`src/rtl/mdc_pkg.sv`:
```
// ----------------------------------------------------------------------------
// mdc_pkg
// shared types and constants for the mersenne divisor check block
// ----------------------------------------------------------------------------
`default_nettype none

package mdc_pkg;

  // operand width of exponent, modulus and residue
  localparam int unsigned DATA_W         = 32;
  localparam int unsigned MBIT_W         = $clog2(DATA_W);
  localparam int unsigned WORD_BITS_DEF  = 32;
  localparam int unsigned IN_TDATA_W     = 2 * DATA_W;
  localparam int unsigned OUT_TDATA_W    = DATA_W;

  typedef enum logic [2:0] {
    ST_IDLE,
    ST_CHECK,
    ST_MUL_DBL,
    ST_MUL_ADD,
    ST_WRITE,
    ST_FINISH
  } mdc_state_t;

  // controller to datapath
  typedef struct packed {
    logic              load;
    logic              mul_clr;
    logic              mul_dbl;
    logic              mul_add;
    logic              wr_acc;
    logic              wr_sq;
    logic              shift_exp;
    logic              out_load;
    logic              sel_sq;
    logic [MBIT_W-1:0] mbit;
  } mdc_cmd_t;

  // datapath to controller
  typedef struct packed {
    logic exp_lsb;
    logic exp_zero;
    logic mod_small;
  } mdc_status_t;

endpackage

`default_nettype wire

```
`src/rtl/mdc_ctrl.sv`:
```
// ----------------------------------------------------------------------------
// mdc_ctrl
// sequencer for square-and-multiply with a bit-serial modular multiplier
// ----------------------------------------------------------------------------
`default_nettype none

module mdc_ctrl
  import mdc_pkg::*;
#(
  parameter int unsigned WORD_BITS = WORD_BITS_DEF
) (
  input  wire logic        clk,
  input  wire logic        rst_n,
  input  wire logic        in_tvalid,
  output logic             in_tready,
  output logic             out_tvalid,
  input  wire logic        out_tready,
  input  wire mdc_status_t status,
  output mdc_cmd_t         cmd
);

  // exponent bits above the operand width are zero and never change the residue
  localparam int unsigned SCAN_BITS = (WORD_BITS < DATA_W) ? WORD_BITS : DATA_W;
  localparam int unsigned EBIT_W    = $clog2(SCAN_BITS + 1);
  localparam logic [EBIT_W-1:0] EBIT_LAST = EBIT_W'(SCAN_BITS);
  localparam logic [MBIT_W-1:0] MBIT_MSB  = MBIT_W'(DATA_W - 1);

  mdc_state_t        state_r, state_nxt;
  logic [MBIT_W-1:0] mbit_r, mbit_nxt;
  logic [EBIT_W-1:0] ebit_r, ebit_nxt;
  logic              tgt_sq_r, tgt_sq_nxt;
  logic              out_valid_r, out_valid_nxt;
  logic              out_free;
  logic              scan_done;

  assign out_free  = !out_valid_r || out_tready;
  assign scan_done = status.mod_small || status.exp_zero || (ebit_r == EBIT_LAST);

  always_ff @(posedge clk) begin
    if (!rst_n) begin
      state_r     <= ST_IDLE;
      mbit_r      <= '0;
      ebit_r      <= '0;
      tgt_sq_r    <= 1'b0;
      out_valid_r <= 1'b0;
    end else begin
      state_r     <= state_nxt;
      mbit_r      <= mbit_nxt;
      ebit_r      <= ebit_nxt;
      tgt_sq_r    <= tgt_sq_nxt;
      out_valid_r <= out_valid_nxt;
    end
  end

  // next state
  always_comb begin
    state_nxt = state_r;
    case (state_r)
      ST_IDLE:    if (in_tvalid) state_nxt = ST_CHECK;
      ST_CHECK:   state_nxt = scan_done ? ST_FINISH : ST_MUL_DBL;
      ST_MUL_DBL: state_nxt = ST_MUL_ADD;
      ST_MUL_ADD: state_nxt = (mbit_r == '0) ? ST_WRITE : ST_MUL_DBL;
      ST_WRITE:   state_nxt = tgt_sq_r ? ST_CHECK : ST_MUL_DBL;
      ST_FINISH:  if (out_free) state_nxt = ST_IDLE;
      default:    state_nxt = ST_IDLE;
    endcase
  end

  // outputs and counters
  always_comb begin
    cmd           = '0;
    cmd.sel_sq    = tgt_sq_r;
    cmd.mbit      = mbit_r;
    mbit_nxt      = mbit_r;
    ebit_nxt      = ebit_r;
    tgt_sq_nxt    = tgt_sq_r;
    out_valid_nxt = out_valid_r && !out_tready;
    in_tready     = 1'b0;
    case (state_r)
      ST_IDLE: begin
        in_tready = 1'b1;
        if (in_tvalid) begin
          cmd.load = 1'b1;
          ebit_nxt = '0;
        end
      end
      ST_CHECK: begin
        if (!scan_done) begin
          // set bit: multiply into acc first, else square only
          tgt_sq_nxt  = !status.exp_lsb;
          cmd.mul_clr = 1'b1;
          mbit_nxt    = MBIT_MSB;
        end
      end
      ST_MUL_DBL: cmd.mul_dbl = 1'b1;
      ST_MUL_ADD: begin
        cmd.mul_add = 1'b1;
        if (mbit_r != '0) mbit_nxt = mbit_r - MBIT_W'(1);
      end
      ST_WRITE: begin
        if (tgt_sq_r) begin
          cmd.wr_sq     = 1'b1;
          cmd.shift_exp = 1'b1;
          ebit_nxt      = ebit_r + EBIT_W'(1);
        end else begin
          cmd.wr_acc  = 1'b1;
          tgt_sq_nxt  = 1'b1;
          cmd.mul_clr = 1'b1;
          mbit_nxt    = MBIT_MSB;
        end
      end
      ST_FINISH: begin
        if (out_free) begin
          cmd.out_load  = 1'b1;
          out_valid_nxt = 1'b1;
        end
      end
      default: ;
    endcase
  end

  assign out_tvalid = out_valid_r;

endmodule

`default_nettype wire

```
`src/rtl/mdc_dp.sv`:
```
// ----------------------------------------------------------------------------
// mdc_dp
// operand registers and a shift-add modular multiplier, one step per cycle
// ----------------------------------------------------------------------------
`default_nettype none

module mdc_dp
  import mdc_pkg::*;
(
  input  wire logic              clk,
  input  wire mdc_cmd_t          cmd,
  input  wire logic [DATA_W-1:0] exponent,
  input  wire logic [DATA_W-1:0] modulus,
  output mdc_status_t            status,
  output logic [DATA_W-1:0]      residue,
  output logic                   divides
);

  logic [DATA_W-1:0] exp_r, mod_r, acc_r, sq_r, prod_r, res_r;
  logic              div_r;
  logic [DATA_W:0]   sum;
  logic [DATA_W:0]   red;
  logic [DATA_W-1:0] mul_b;
  logic              b_bit;

  // multiplicand is always the running square, multiplier bits go msb first
  assign mul_b = cmd.sel_sq ? sq_r : acc_r;
  assign b_bit = mul_b[cmd.mbit];

  // doubling or conditional add, then one compare-subtract keeps it below q
  always_comb begin
    if (cmd.mul_dbl) begin
      sum = {prod_r, 1'b0};
    end else begin
      sum = {1'b0, prod_r} + (b_bit ? {1'b0, sq_r} : '0);
    end
    red = (sum >= {1'b0, mod_r}) ? (sum - {1'b0, mod_r}) : sum;
  end

  always_ff @(posedge clk) begin
    if (cmd.load) begin
      exp_r <= exponent;
      mod_r <= modulus;
      acc_r <= (modulus > DATA_W'(1)) ? DATA_W'(1) : '0;
      sq_r  <= (modulus > DATA_W'(2)) ? DATA_W'(2) : '0;
    end else begin
      if (cmd.shift_exp) exp_r <= exp_r >> 1;
      if (cmd.wr_acc)    acc_r <= prod_r;
      if (cmd.wr_sq)     sq_r  <= prod_r;
    end
    if (cmd.mul_clr) begin
      prod_r <= '0;
    end else if (cmd.mul_dbl || cmd.mul_add) begin
      prod_r <= red[DATA_W-1:0];
    end
    if (cmd.out_load) begin
      res_r <= acc_r;
      div_r <= (acc_r == DATA_W'(1));
    end
  end

  assign status.exp_lsb   = exp_r[0];
  assign status.exp_zero  = (exp_r == '0);
  assign status.mod_small = (mod_r <= DATA_W'(1));

  assign residue = res_r;
  assign divides = div_r;

endmodule

`default_nettype wire

```
`src/rtl/mersenne_divisor_check.sv`:
```
// ----------------------------------------------------------------------------
// mersenne_divisor_check
// trial divisor test for mersenne numbers: 2^p mod q and a divides flag
// ----------------------------------------------------------------------------
// usage:
//   input channel carries one item: exponent p and candidate divisor q.
//   result channel returns one item per input: residue 2^p mod q in tdata
//   and the divides flag (residue equals 1) in tuser.
//   the block works on one item at a time. per exponent bit it runs a
//   check step, one modular multiply when the bit is set and one modular
//   square; each multiply is a shift-add over 32 multiplier bits (double,
//   then conditional add, each reduced by one compare-subtract) plus one
//   write-back step. scanning covers the exponent bits up to the highest
//   set one and stops early once no set bit remains.
//   a zero or unit modulus finishes without any multiply, with residue 0.
//   the result sits in an output register, so the next item is taken while
//   a finished result still waits; a stalled receiver only holds the block
//   once a second result is ready.
//   reset (synchronous, active low) empties the output and returns to idle.
// ----------------------------------------------------------------------------
`default_nettype none

module mersenne_divisor_check
  import mdc_pkg::*;
#(
  parameter int unsigned WORD_BITS = WORD_BITS_DEF
) (
  input  wire logic                   clk,
  input  wire logic                   rst_n,
  // input channel
  input  wire logic                   in_tvalid,
  output logic                        in_tready,
  input  wire logic [IN_TDATA_W-1:0]  in_tdata,   // exponent [31:0], modulus [63:32]
  // result channel
  output logic                        out_tvalid,
  input  wire logic                   out_tready,
  output logic [OUT_TDATA_W-1:0]      out_tdata,  // residue [31:0]
  output logic                        out_tuser   // divides
);

  mdc_cmd_t    cmd;
  mdc_status_t status;

  // sequencer: square-and-multiply scan and multiplier step control
  mdc_ctrl #(
    .WORD_BITS (WORD_BITS)
  ) u_ctrl (
    .clk        (clk),
    .rst_n      (rst_n),
    .in_tvalid  (in_tvalid),
    .in_tready  (in_tready),
    .out_tvalid (out_tvalid),
    .out_tready (out_tready),
    .status     (status),
    .cmd        (cmd)
  );

  // datapath: operand registers, running square, accumulator, reducer
  mdc_dp u_dp (
    .clk      (clk),
    .cmd      (cmd),
    .exponent (in_tdata[DATA_W-1:0]),
    .modulus  (in_tdata[2*DATA_W-1:DATA_W]),
    .status   (status),
    .residue  (out_tdata),
    .divides  (out_tuser)
  );

`ifndef NO_ASSERTIONS
  // divides flag agrees with the residue
  a_div_flag: assert property (@(posedge clk) disable iff (!rst_n)
    out_tvalid |-> (out_tuser == (out_tdata == OUT_TDATA_W'(1))))
    else $error("divides flag does not match residue");

  // one item at a time: no accept right after an accept
  a_one_item: assert property (@(posedge clk) disable iff (!rst_n)
    (in_tvalid && in_tready) |=> !in_tready)
    else $error("input accepted while busy");

  // a result never appears the cycle after an accept
  a_no_early_out: assert property (@(posedge clk) disable iff (!rst_n)
    (in_tvalid && in_tready) |=> !$rose(out_tvalid))
    else $error("result raised too early");
`endif

endmodule

`default_nettype wire

```
`config.mk`:
```
export PLATFORM = sky130hd
export DESIGN_NAME = mersenne_divisor_check
export DESIGN_NICKNAME = d
export VERILOG_FILES = /design/src/rtl/mdc_pkg.sv /design/src/rtl/mdc_ctrl.sv /design/src/rtl/mdc_dp.sv /design/src/rtl/mersenne_divisor_check.sv
export SDC_FILE = /design/constraint.sdc
export NUM_CORES = 1
export LEC_CHECK = 0
export ABC_CLOCK_PERIOD_IN_PS = 9600
export BUFFER_PORTS_ARGS = -buffer_cell sky130_fd_sc_hd__clkbuf_2
export CORE_ASPECT_RATIO = 1.5
export CORE_MARGIN = 5
export CORE_UTILIZATION = 55
export CTS_BUF_LIST = sky130_fd_sc_hd__clkbuf_8
export CTS_CLUSTER_DIAMETER = 30
export DETAILED_ROUTE_END_ITERATION = 8
export PLACE_DENSITY = 0.74
export SLEW_MARGIN = 25
export SYNTH_ARGS = -nofsm -noshare
export SYNTH_HDL_FRONTEND = slang
export SYNTH_SLANG_ARGS = --single-unit
```
`constraint.sdc`:
```
create_clock -name clk -period 9.6 [get_ports clk]
set_input_delay 0.96 -clock clk [delete_from_list [all_inputs] [get_ports clk]]
set_output_delay 0.96 -clock clk [all_outputs]
set_load 0.1 [all_outputs]
```
==> summary.md, run 1 <==
| Metric | Value |
|---|---|
| Status | `finished clean` |
| Worst-Skew Late Latency | `540 ps` |
| Most frequent cells in the layout | `edfxtp_1, clkbuf_2, nor2_1` |
| Root Driver | `clkbuf_8` |
| Fin Setup TNS | `0 ps` |
| DR iter-0 viols | `538` |
| Final min period | `8090 ps` |
| Seq/Total Area, Yosys | `46.3%` |
| Worst path slowest cell | `dfxtp_1` |
| DIE WIDTH | `133 um` |
| Initial Util | `56.0%` |
| Fin util | `62.4%` |
| DPL Wire Length | `22.2 mm` |
| Clock Pin Slew Worst Setup and Hold Paths | `60 ps` |
| Final GP Congestion | `0.910` |
| Net Count, Synth | `1327` |
| Slew Viols, Final | `0` |
| CTS Buf Count | `37` |
| Fillcell total | `1864` |
| FF+latch count, synth | `209` |
| RSZ-0062 raised after global routing | `false` |
| Top delay family on crit path | `compound AO/OA/AOI/OAI gates` |
| Critical path endpoint category | `register` |
| Final clock period utilization by the worst path | `84.3%` |
| Total track usage | `22.4%` |
| Synthesis-to-layout area growth | `11.4%` |
| CP arrival | `8560 ps` |
| CP Max Fanout | `32` |
| Xor/xnor share of the synthesized area | `4.13%` |
| Die Ht | `195 um` |
| Post-Syn Area | `12500 um2` |
| Static Leakage | `0.00560 uW` |
| Vias in the first global route | `9338` |
| Vias per cell | `5.85` |
| Slew HR | `42.8%` |
| WP data required | `10060 ps` |
| Most common cell after layout, fill and taps aside | `edfxtp_1` |
| Ys async rst share | `0%` |
| Syn Inst Count | `1190` |
| Reg-to-reg startpoint | `u_ctrl.mbit_r[0]` |
| Buf/Inv on CP | `1` |
| Peak supply drop | `0.000149 V` |
| DRC | `0` |
| Simple-gate share of the synthesized area | `15.9%` |
| IO buf count | `102` |
| Worst setup path startpoint | `u_ctrl.mbit_r[0]` |
| Post-synth cell types | `69` |
| Compound-gate portion of the synthesized area | `14.6%` |
| Die ar. | `25900 um2` |
| Global-route wire length before repair | `47.4 mm` |
| CP Launch Type | `register` |
| Fmax | `124 MHz` |
| Final Hold Vio Count | `0` |
| Post-synth EDFFs | `161` |
| Pre-Repair DR Iteration Count | `5` |
| Largest family of logic cells by synthesized area | `simple AND/OR/NAND/NOR gates` |
| Rows | `67` |
| Share of layout cells above drive strength 1 | `18.7%` |
| Setup violators final | `0` |
| Fin nets | `1422` |
| I/O Pins | `103` |
| Post-synthesis mux area share | `8.65%` |
| TritonCTS clock tree | `done` |
| WL/cell | `18.3 um` |
| Max Cap Viol | `0` |
| Syn_area_per_cell | `10.5 um2` |
| Largest net degree at the start of global routing | `67` |
| Final wirelength | `29.0 mm` |
| Core Footprint | `22400 um2` |
| Via Count | `9288` |
| Post-CTS sizing | `0` |
| Initial antenna violation count | `0` |
| CP max stage delay | `870 ps` |
| Pwr per Cell Area | `278 nW/um2` |
| Sink Count | `209` |
| Slew @ Worst Pin | `859 ps` |
| Hold path start | `u_dp.acc_r[17]` |
| Adder-cell area share of the yosys netlist | `7.01%` |
| YS warnings | `0` |
| Worst Hold Class | `register to register` |
| Final global-route overflow total | `0` |
| Clock skew | `31.9 ps` |
| Clock Path Buffers | `3` |
| Number of diodes | `0` |
| Post-CTS Hold Buffers | `0` |
| Top FF cell, synth | `edfxtp_1` |
| Antenna viol nets, final | `0` |
| Post-CTS Setup Bufs | `0` |
| H-tree depth | `2` |
| Crit path kind | `register to register` |
## state kept, by name (all words and copies together) (netlist names)
name / cells
u_dp.prod_r: 32
u_ctrl.out_tvalid: 1
u_ctrl.tgt_sq_r: 1
u_ctrl.state_r: 3
u_dp.exp_r: 32
u_ctrl.ebit_r: 6
u_dp.divides: 1
u_dp.residue: 32
u_dp.acc_r: 32
u_dp.mod_r: 32
u_dp.sq_r: 32
u_ctrl.mbit_r: 5
## report_power, final
| group | leakage, uW | internal, uW | total (uW) | switching, uW |
|---|---|---|---|---|
| Sequential | 0.00194 | 1120 | 1230 | 109 |
| Clock | 0.000383 | 410 | 783 | 373 |
| Combinational | 0.00327 | 791 | 1870 | 1080 |
## cells by family after synthesis
| group | Yosys count |
|---|---|
| muxes | 78 |
| buffers and inverters | 107 |
| AOI/OAI and AO/OA | 275 |
| DFF | 209 |
| adders and majority gates | 69 |
| and+or+nand+nor | 393 |
| xor gates and xnor gates | 59 |
## final cells by class
class	instances	area, um2	share of cell area [%]
Clock inverter	26	160	1.15
Inverter	49	184	1.32
Timing Repair Buffer	114	601	4.30
Multi-Input combinational cell	874	6330	45.4
Sequential cell	209	5800	41.5
Tap cell	276	345	2.47
Clock buffer	39	537	3.85
## synthesized netlist by cell type, types with 5 or more instances
cell,number,share of area (%)
nor4_1,31,1.5
and2_1,39,1.9
o211ai_1,6,0.36
a31oi_1,7,0.35
ha_1,67,6.7
nor2b_1,45,2.2
a21o_1,30,1.8
xor2_1,23,1.6
mux4_2,21,3.8
a211oi_1,35,2.1
o211a_1,6,0.48
or3_1,5,0.25
dfxtp_1,48,7.7
mux2i_1,25,2.0
and3_1,5,0.25
o21a_1,7,0.42
nor3_1,19,0.76
nand2_1,80,2.4
o21bai_1,8,0.48
xnor2_1,36,2.5
nand3_1,16,0.64
nor2_1,101,3.0
edfxtp_1,161,39
mux2_2,32,2.9
clkbuf_1,52,1.6
o21ai_1,9,0.36
o21ai_0,49,2.0
a21oi_1,78,3.1
nand2b_1,13,0.65
nand4_1,21,1.0
inv_1,48,1.4
## stage by stage
step	hold WS, ps	setup WS, ps	area (um2)	total power (uW)	cells
after floorplan	436	2830	12500	2690	1190
after global placement	466	1750	13300	3070	1522
after detailed placement	471	1610	13300	3090	1522
after CTS	484	1560	14000	3890	1587
after global routing	504	1000	14000	4160	1587
final	486	1510	14000	3880	1587
## worst register-to-register path: cells and delay by family, from the launching register on
kind,cells,cell delay (ps)
simple gates,7,1150
buf+inv,1,380
mux,5,2200
compound gates,10,2380
flops,1,870
fa+ha+maj,3,1060
## final timing paths
kind	end	slack, ps	cells after the start
setup / recovery	u_dp.prod_r[0]	1510	26
hold / removal	u_dp.residue[17]	490	0
setup reg to reg	u_dp.prod_r[0]	1510	26
hold reg to reg	u_dp.residue[17]	490	0
## layer usage
layer  wire length (um)  GRT usage, %
met5                  0             0
met3               1330          3.39
met1              12200          28.2
met2              14200          38.1
met4               1280          9.80
Power figures use the tool's default switching activity.
==> run 2: changes to the inputs <==
- ABC_AREA: default -> 1
- ABC_CLOCK_PERIOD_IN_PS: 9600 -> 7360
- PLACE_DENSITY: 0.74 -> 0.77
- clock period: 9.6 -> 7.36 ns (I/O delays scaled with it)
==> summary.md, run 2 <==
| Metric | Value |
|---|---|
| Status | `finished clean` |
| Most numerous cell in the Yosys netlist | `nand2_1` |
| Seq/Total Area, Yosys | `41.2%` |
| Core Footprint | `25100 um2` |
| Max Cap Viol | `0` |
| Clock Pin Slew Worst Setup and Hold Paths | `70 ps` |
| Sw Share | `46.5%` |
| Final clock period utilization by the worst path | `91.3%` |
| Die Ht | `206 um` |
| Post-CTS Setup Bufs | `0` |
| Total length of routed met3 wires | `1.87 mm` |
| DR iter-0 viols | `729` |
| Root Driver | `clkbuf_8` |
| CTS Buf Count | `36` |
| Uppermost layer routed | `met4` |
| DP Area | `14900 um2` |
| Fin nets | `2219` |
| Net Count, Synth | `2111` |
| Syn_area_per_cell | `7.12 um2` |
| Peak supply drop | `0.000238 V` |
| Via Count | `13000` |
| YS warnings | `0` |
| CP max stage delay | `620 ps` |
| Static Leakage | `0.00779 uW` |
| Worst Hold Class | `input pin to register` |
| Post-Syn Area | `14100 um2` |
| Slew Viols, Final | `0` |
| Share of layout cells above drive strength 1 | `9.39%` |
| Slew @ Worst Pin | `973 ps` |
| Setup violators final | `0` |
| Number of diodes | `0` |
| Top FF cell, synth | `edfxtp_1` |
| Final Hold Vio Count | `0` |
| Fin util | `62.5%` |
| Post-CTS Hold Buffers | `0` |
| FF+latch count, synth | `209` |
| Fin Setup TNS | `0 ps` |
| CP Max Fanout | `33` |
| Fmax | `149 MHz` |
| Global-route wire length before repair | `63.6 mm` |
| Fillcell total | `2365` |
| Vias in the first global route | `12800` |
| Post-CTS sizing | `0` |
| Syn Inst Count | `1974` |
| Synthesis-to-layout area growth | `11.7%` |
| Top area cells in the synthesized netlist | `edfxtp_1, nand2_1, inv_1` |
| CP Launch Type | `register` |
| Initial antenna violation count | `0` |
| IO buf count | `102` |
| Worst path slowest cell | `dfxtp_1` |
| I/O Pins | `103` |
| Rows | `71` |
| CP arrival | `7190 ps` |
| Total track usage | `27.7%` |
| Cell area after layout | `15700 um2` |
| Post-synth top area cell | `edfxtp_1` |
| Met2 wire length | `20.2 mm` |
| Pint | `3290 uW` |
| Critical path endpoint category | `register` |
| Slew HR | `34.6%` |
| Pwr per Cell Area | `392 nW/um2` |
| Final global-route overflow total | `0` |
| WP data required | `7820 ps` |
| Worst-Skew Late Latency | `560 ps` |
| Cell Count Post-Placement | `2371` |
| Final min period | `6720 ps` |
| Reg-to-reg startpoint | `u_ctrl.mbit_r[0]` |
| Sink Count | `209` |
| Post-Place Worst Slack | `398 ps` |
| Clock Path Buffers | `3` |
| WL/cell | `16.4 um` |
| Yosys top cell area share | `34.4%` |
| Most frequent cells in the layout | `nand2_1, inv_1, nor2_1` |
| Final setup margin | `638 ps` |
| Post-synth EDFFs | `161` |
| Clock group share of total power | `18.3%` |
| Crit path kind | `register to register` |
| Final GP Congestion | `1.03` |
| DPL Wire Length | `32.2 mm` |
| Final Instance Count excl. Fillers | `2437` |
| Clock skew | `18.5 ps` |
| DRC | `0` |
| Antenna viol nets, final | `0` |
| Die ar. | `28900 um2` |
| Post-synth cell types | `43` |
| RSZ-0062 raised after global routing | `false` |
| Most used cell, CP | `nand2_1` |
| Vias per cell | `5.33` |
| Most common library cells after synthesis | `nand2_1, inv_1, nor2_1, edfxtp_1, a21oi_1` |
| Gate power share | `54.5%` |
| Worst setup path startpoint | `u_ctrl.mbit_r[0]` |
| Pre-Repair DR Iteration Count | `5` |
| Sw power | `2860 uW` |
| Most common cell after layout, fill and taps aside | `nand2_1` |
| H-tree depth | `2` |
| Met1 WL | `15.1 mm` |
| Hold path start | `in_tdata[33]` |
| Initial Util | `55.9%` |
| Final wirelength | `39.9 mm` |
| TritonCTS clock tree | `done` |
| Ys async rst share | `0%` |
| Largest net degree at the start of global routing | `71` |
| Share of power burned in registers | `27.3%` |
| DIE WIDTH | `141 um` |
run 2: power by group through the flow:
stage	registers (uW)	clock network (uW)	logic, uW
2_1_floorplan	1630	0	2530
3_3_place_gp	1690	0	3270
3_5_place_dp	1700	0	3300
4_1_cts	1680	1140	3320
5_1_grt	1700	1200	3790
6_report	1680	1120	3350
run 2: final timing paths:
path | end | slack (ps) | depth (start not counted)
max reg2reg | u_dp.prod_r[28] | 640 | 34
min | u_dp.mod_r[1] | 380 | 1
max | u_dp.prod_r[28] | 640 | 34
min reg2reg | u_dp.residue[1] | 450 | 0
run 2: metal layers:
layer,up-vias,GRT usage [%]
li1,6622,-
met1,5833,31.0
met2,408,49.7
met3,136,3.37
met4,0,17.3
met5,-,0
run 2: kinds of logic after synthesis:
logic type	share of synthesized area (%)
fa+ha+maj	6.25
xor+xnor	1.68
simple gates	31.6
flops	41.2
compound gates	9.35
buf+inv	9.92
run 2: cell type report:
type,count,area (um2),share of cell area (%)
well taps,328,410,2.61
clock buffers,43,592,3.77
flip-flops and latches,209,5800,36.9
multi-input cells,1399,6900,43.9
clock inverters,22,183,1.16
inverters,323,1210,7.72
repair buffers,113,613,3.90
run 2: stage by stage:
stage | hold slack, ps | power [uW]
global placement | 440 | 4960
global route | 361 | 6690
floorplan | 426 | 4170
CTS | 350 | 6140
detailed placement | 443 | 5000
finish | 377 | 6160
run 2: worst max-delay path: cells and delay by family (launching register included):
kind	cells	cell delay (ps)
AOI/OAI and AO/OA	5	690
buffers and inverters	4	820
and+or+nand+nor	23	3750
adders and majority gates	2	740
DFF	1	620
==> run 3: changes to the inputs <==
- PLACE_DENSITY: 0.77 -> 0.75
==> summary.md, run 3 (synthesis results as in run 2) <==
| Metric | Value |
|---|---|
| Total length of routed met3 wires | `1.91 mm` |
| DP Area | `14900 um2` |
| WL/cell | `15.8 um` |
| Post-CTS Setup Bufs | `0` |
| Met1 WL | `14.8 mm` |
| Final setup margin | `743 ps` |
| Share of layout cells above drive strength 1 | `9.25%` |
| DIE WIDTH | `141 um` |
| Initial antenna violation count | `0` |
| Static Leakage | `0.00773 uW` |
| Hold path start | `in_tdata[32]` |
| Antenna viol nets, final | `0` |
| Pwr per Cell Area | `387 nW/um2` |
| Reg-to-reg startpoint | `u_ctrl.tgt_sq_r` |
| Synthesis-to-layout area growth | `11.0%` |
| DR iter-0 viols | `770` |
| Fin nets | `2218` |
| Total track usage | `26.3%` |
| Buf/Inv on CP | `4` |
| Post-Place Worst Slack | `904 ps` |
| Uppermost layer routed | `met4` |
| Final GP Congestion | `1.01` |
| CP max stage delay | `510 ps` |
| Max Cap Viol | `0` |
| Via Count | `13000` |
| TritonCTS clock tree | `done` |
| Clock Path Buffers | `3` |
| Most frequent cells in the layout | `nand2_1, inv_1, nor2_1` |
| Vias per cell | `5.32` |
| I/O Pins | `103` |
| DPL Wire Length | `31.1 mm` |
| Global-route wire length before repair | `60.9 mm` |
| Status | `finished clean` |
| Top delay family on crit path | `simple AND/OR/NAND/NOR gates` |
| Initial Util | `55.9%` |
| WP data required | `7760 ps` |
| Met2 wire length | `19.1 mm` |
| DRC | `0` |
| CP Launch Type | `register` |
| Clock Pin Slew Worst Setup and Hold Paths | `60 ps` |
| Slew Viols, Final | `0` |
| Slew @ Worst Pin | `1020 ps` |
| Post-CTS Hold Buffers | `0` |
| Worst setup path startpoint | `u_ctrl.tgt_sq_r` |
| CP Max Fanout | `40` |
| Final clock period utilization by the worst path | `89.9%` |
| Worst-Skew Late Latency | `550 ps` |
| Most used cell, CP | `nand2_1` |
| IO buf count | `102` |
| Final wirelength | `38.5 mm` |
| Clock skew | `29.0 ps` |
| Rows | `71` |
| Most common cell after layout, fill and taps aside | `nand2_1` |
| Die ar. | `28900 um2` |
| Worst Hold Class | `input pin to register` |
| Slew HR | `32.1%` |
| Worst path slowest cell | `dfxtp_1` |
| Final min period | `6620 ps` |
| Fmax | `151 MHz` |
| RSZ-0062 raised after global routing | `false` |
| Die Ht | `206 um` |
| Post-CTS sizing | `0` |
| Pre-Repair DR Iteration Count | `6` |
| Final Hold Vio Count | `0` |
| Crit path kind | `register to register` |
| Fin Setup TNS | `0 ps` |
| Critical path endpoint category | `register` |
| CTS Buf Count | `37` |
| Final global-route overflow total | `0` |
| Largest net degree at the start of global routing | `71` |
| Peak supply drop | `0.000259 V` |
| Root Driver | `clkbuf_8` |
| CP arrival | `7020 ps` |
| Fin util | `62.1%` |
| Cell area after layout | `15600 um2` |
| Core Footprint | `25100 um2` |
| Setup violators final | `0` |
| Vias in the first global route | `12700` |
| H-tree depth | `2` |
| Sink Count | `209` |
| Number of diodes | `0` |
## run 3: layout make-up
cell class	instances	area, um2
flip-flops and latches	209	5800
clock buffers	38	523
inverters	323	1210
repair buffers	111	578
fillers	2337	9540
multi-input cells	1399	6890
clock inverters	29	196
well taps	328	410
## run 3: power by group
group | leakage (uW) | switching, uW | total [uW] | internal, uW
sequential | 0.00193 | 158 | 1680 | 1520
clock | 0.000388 | 499 | 1030 | 533
combinational | 0.00542 | 2200 | 3320 | 1130
total | 0.00773 | 2850 | 6030 | 3180
## run 3: final timing paths
path	end	slack (ps)	cells past startpoint
max	u_dp.prod_r[9]	740	38
min	u_dp.mod_r[0]	370	1
max reg2reg	u_dp.prod_r[9]	740	38
min reg2reg	u_dp.residue[1]	450	0
## run 3: metal layers
metal	vias to the layer above	GRT usage [%]
met5	-	0
met4	0	16.6
met3	137	3.02
met2	429	47.3
met1	5791	29.5
li1	6609	-
## run 3: per-stage QoR
step / total power, uW / hold slack, ps / instances
6_report: 6030 / 374 / 2437
5_1_grt: 6550 / 353 / 2437
4_1_cts: 6000 / 344 / 2437
3_5_place_dp: 4950 / 443 / 2370
3_3_place_gp: 4910 / 440 / 2370
2_1_floorplan: 4170 / 426 / 1974
## run 3: worst register-to-register path: cells and delay by family, from the launching register on
kind	cells	cell delay, ps
compound gates	8	1340
fa+ha+maj	3	1010
buf+inv	4	1000
flops	1	510
simple gates	23	2600
